## src/design/amrb_pkg.sv

```systemverilog
// Shared types and constants of the azimuth min-range binner.
// Used by the sequencer, the bin RAM users and the top level; no dependencies.
package amrb_pkg;

	localparam int unsigned NUM_BINS_DEF = 36000;
	localparam logic [4:0]  BEAM_RESET   = 5'd15;

	localparam int unsigned DIST_W  = 16;
	localparam int unsigned LEVEL_W = 8;
	// bin word: {valid, range, level}
	localparam int unsigned WORD_W  = 1 + DIST_W + LEVEL_W;

	typedef enum logic [1:0] {
		REQ_ACCUM = 2'd0,
		REQ_READ  = 2'd1,
		REQ_CLEAR = 2'd2,
		REQ_NOP   = 2'd3
	} req_t;

	typedef enum logic [1:0] {
		ST_SWEEP,
		ST_IDLE,
		ST_EXEC
	} state_t;

	typedef struct packed {
		logic in_ready;
		logic wipe_we;
		logic exec_fire;
	} ctrl_t;

endpackage

```

## src/design/amrb_seq.sv

```systemverilog
// Sequencer of the binner: wipe sweep over the bin RAM, idle, execute held until the output is free.
// Depends on amrb_pkg.
module amrb_seq #(
	parameter int unsigned NUM_BINS = amrb_pkg::NUM_BINS_DEF
) (
	input  logic                        clk,
	input  logic                        arst_n,
	input  logic                        in_fire,
	input  logic                        in_clear,
	input  logic                        out_free,
	output amrb_pkg::ctrl_t             ctrl,
	output logic [$clog2(NUM_BINS)-1:0] wipe_addr
);

	localparam int unsigned AW = $clog2(NUM_BINS);
	localparam logic [AW-1:0] LAST_ADDR = AW'(NUM_BINS - 1);

	amrb_pkg::state_t state_q, state_d;
	logic [AW-1:0] cnt_q;
	logic          pend_q;
	logic          sweep_last;

	assign sweep_last = (cnt_q == LAST_ADDR);
	assign wipe_addr  = cnt_q;

	always_comb begin
		state_d = state_q;
		unique case (state_q)
			amrb_pkg::ST_SWEEP: begin
				if (sweep_last) begin
					state_d = pend_q ? amrb_pkg::ST_EXEC : amrb_pkg::ST_IDLE;
				end
			end
			amrb_pkg::ST_IDLE: begin
				if (in_fire) begin
					state_d = in_clear ? amrb_pkg::ST_SWEEP : amrb_pkg::ST_EXEC;
				end
			end
			amrb_pkg::ST_EXEC: begin
				if (out_free) begin
					state_d = amrb_pkg::ST_IDLE;
				end
			end
			default: state_d = amrb_pkg::ST_IDLE;
		endcase
	end

	always_comb begin
		ctrl = '0;
		unique case (state_q)
			amrb_pkg::ST_SWEEP: ctrl.wipe_we   = 1'b1;
			amrb_pkg::ST_IDLE:  ctrl.in_ready  = 1'b1;
			amrb_pkg::ST_EXEC:  ctrl.exec_fire = out_free;
			default: ctrl = '0;
		endcase
	end

	always_ff @(posedge clk or negedge arst_n) begin
		if (!arst_n) begin
			state_q <= amrb_pkg::ST_SWEEP;
			cnt_q   <= '0;
			pend_q  <= 1'b0;
		end else begin
			state_q <= state_d;
			if (state_q == amrb_pkg::ST_SWEEP) begin
				cnt_q <= sweep_last ? '0 : cnt_q + 1'b1;
				if (sweep_last) begin
					pend_q <= 1'b0;
				end
			end else if (in_fire && in_clear) begin
				pend_q <= 1'b1;
			end
		end
	end

endmodule

```

## config.mk

```make
export PLATFORM = sky130hd
export DESIGN_NAME = amrb_seq
export DESIGN_NICKNAME = d
export VERILOG_FILES = /design/src/design/amrb_pkg.sv /design/src/design/amrb_seq.sv
export SDC_FILE = /design/constraint.sdc
export NUM_CORES = 1
export LEC_CHECK = 0
export CAP_MARGIN = 20
export CELL_PAD_IN_SITES_DETAIL_PLACEMENT = 0
export CELL_PAD_IN_SITES_GLOBAL_PLACEMENT = 2
export CORE_MARGIN = 10
export CORE_UTILIZATION = 37
export DETAILED_ROUTE_END_ITERATION = 10
export DONT_BUFFER_PORTS = 1
export HOLD_SLACK_MARGIN = 0.06
export PLACE_DENSITY = 0.73
export SYNTH_ARGS = -nofsm -noshare
export SYNTH_HDL_FRONTEND = slang
export SYNTH_SLANG_ARGS = --single-unit
```

## constraint.sdc

```tcl
create_clock -name clk -period 2.02 [get_ports clk]
set_input_delay 0.303 -clock clk [delete_from_list [all_inputs] [get_ports clk]]
set_output_delay 0.303 -clock clk [all_outputs]
set_load 0.005 [all_outputs]
```

==> summary.txt <==
Finish
  – N_diodes: 0
  – Layout Nets: 112
  – Area growth syn-to-layout: 12.1%
  – Share of cells above drive strength 1: 17.1%
  – Fin util: 43.7%

Critical path
  – Kind of critical path: reg -> reg
  – Endpoint class of the critical path: register
  – Crit-path max FO: 4
  – CP Launch Type: register
  – Critical Path AT: 2160 ps
  – CP required: 2250 ps

Floorplanning
  – Core Area: 2500 sq um
  – Row count: 18
  – Die area: 5090 sq um
  – Count of boundary I/O pins: 24
  – Die width: 71.3 um
  – Die Span Y: 71.3 um
  – Starting Density: 39.0%

CTS
  – Clk root buf: clkbuf_4
  – Num CTS Buffers: 3
  – Setup bufs post-CTS: 0
  – CTS tree: yes
  – Skew-Pair Late Insertion Delay: 300 ps
  – TritonCTS Sinks: 19
  – Worst-path clk slew: 110 ps
  – # H-tree levels: 1
  – Bufs on Longest Clock Path: 2

Global routing
  – Global-route wire length before repair: 3.87 mm
  – Vias in the first global route: 749
  – Met1 Usage GRT: 11.3%
  – GRT busiest layer: met2
  – Grt met2 use: 14.1%
  – Antenna violations before repair: 0
  – Tot GR Track Use: 9.35%
  – Met3 Usage GRT: 5.23%
  – Total gr overflow: 0
  – Largest net degree at the start of global routing: 20

Pwr
  – Leakage: 0.516 nW
  – Worst IR Drop VDD: 0.515 mV
  – Pwr dens: 971 nW/um^2

Timing
  – Final Hold Violating Endpoints: 0
  – Fmax: 518 MHz
  – Max-slew headroom: 42.3%
  – Worst-Margin Slew: 863 ps
  – RSZ-0062 raised after global routing: false
  – Slew Viols, Final: 0
  – Fin crit share: 95.5%
  – Worst clock skew: 4.76 ps
  – Setup_tns: 0 ps
  – Post-layout min period: 1930 ps
  – Final setup viols: 0

Logic synthesis
  – Top cells by area, synth: dfrtp_1 49%, xnor2_1 6.3%, xor2_1 5.4%
  – Main flop type after synthesis: dfrtp_1
  – Share of the synthesized area in the top cell type: 48.8%
  – Post-Syn Instances: 97
  – Average size of a mapped cell: 10.0 sq um
  – Post-synth EDFFs: 0
  – Number of distinct library cells after synthesis: 34
  – Sequential-to-total area share from yosys stat: 48.8%
  – Syn Nets: 103
  – Seq cells post-synth: 19
  – Post-Syn Area: 975 sq um
  – Synth warnings: 0
  – Asr flop ratio synth: 100%
  – Post-synth top area cell: dfrtp_1

Min path
  – Worst hold-check path type: in -> reg

Drt
  – Iter 0 DRT Violations: 40
  – Pre-Repair DR Iteration Count: 3
  – Vias: 730
  – Final ANT Viol Nets: 0
  – Wirelength per Cell: 17.1 um
  – DRC violations left: 0
  – Via density: 5.41
  – Final WL: 2.31 mm

Outcome
  – Status: complete, no violations

Placed design
  – Routability-driven placement congestion ratio: 0.770
  – HPWL Detailed: 1.71 mm
  – Port bufs: 0

Flow run
  – Max Cap Viol: 0
==> path summary, 6_finish.rpt <==
kind                         startpoint             to  slack [ps]  cells after the start
setup / recovery           wipe_addr[0]  wipe_addr[14]          90                      5
hold / removal                 in_clear         pend_q         150                      2
setup reg to reg           wipe_addr[0]  wipe_addr[14]          90                      5
hold reg to reg                  pend_q     state_q[1]         530                      1
max in group asynchronous        arst_n  wipe_addr[10]         940                      1
min in group asynchronous        arst_n   wipe_addr[1]         550                      1
==> cell usage after synthesis (2+ instances only) <==
cell type and n:
dfrtp_1 19, nor2_1 10, xnor2_1 7, a21oi_1 2, nor3_1 3, nor4_1 2, o21ai_0 3, a31o_2 2
nand2_1 8, xor2_1 6, inv_1 4, clkbuf_1 2, nand3_1 4, and3_1 4, nand4bb_1 2
==> cells in the final DEF (no fill, tap or decap), types with 2 or more instances in the layout <==
| cell type | n |
|---|---|
| clkbuf_4 | 3 |
| nor2_1 | 9 |
| xor2_1 | 6 |
| buf_4 | 6 |
| nand4bb_1 | 2 |
| nand2_1 | 8 |
| xnor2_1 | 7 |
| nor4_1 | 2 |
| nor3_1 | 3 |
| a31o_2 | 2 |
| nand3_1 | 4 |
| a21oi_1 | 2 |
| and3_1 | 4 |
| dfrtp_1 | 19 |
| o21ai_0 | 3 |
| inv_1 | 4 |
==> registers in the layout (all words and copies together) (netlist names) <==
name / cells
pend_q: 1
state_q: 2
wipe_addr: 16
==> layer usage <==
| layer | up-vias | wire [um] | part of all wire (%) |
|---|---|---|---|
| met5 | - | 0 | 0 |
| met4 | 0 | 19 | 0.82 |
| met3 | 4 | 199 | 8.6 |
| met2 | 16 | 1040 | 45 |
| met1 | 349 | 1050 | 45 |
| li1 | 361 | - | - |
==> area by class of cell <==
type	instances	area, sq um
Multi-Input combinational cell	71	483
Fill cell	254	1410
Clock buffer	4	26.3
Sequential cell	19	475
Timing Repair Buffer	7	55.1
Inverter	4	15.0
Tap cell	30	37.5
==> stage by stage <==
stage	setup slack (ps)	area, sq um	power (W)	instances	hold WS (ps)
after floorplan	146	975	0.000764	97	7.41
after global placement	163	1040	0.000869	130	8.08
after detailed placement	136	1040	0.000868	130	8.15
after CTS	90.5	1080	0.00107	135	150
after global routing	6.34	1090	0.00115	135	134
final	90.7	1090	0.00106	135	148
==> power breakdown <==
| group | switching (W) | internal [W] |
|---|---|---|
| sequential | 0.000121 | 0.000457 |
| clock | 0.000119 | 0.0000769 |
| combinational | 0.000129 | 0.000158 |
==> critical path, stage by stage, from the launching register on <==
cell and delay [ps]:
dfrtp_1 380, ha_2 200, or3b_4 410, or4_4 590, nor3_4 130, xor2_1 150
==> kinds of logic (layout without fill, tap and decap cells) <==
group	Yosys count	in the layout	share of synthesized area, %
AOI/OAI and AO/OA	12	12	8.60
xor gates and xnor gates	13	13	11.7
adders and majority gates	1	1	1.28
buffers and inverters	7	15	2.82
DFF	19	19	48.8
and+or+nand+nor	45	45	26.8
==> repair_timing <==
item	4_1_cts	5_1_grt
hold buffers	1	0
setup endpoints to repair	0	2
endpoints found under the hold margin	19	0
gates resized for setup	0	3
Note: power is estimated with default switching activity, not from simulation.
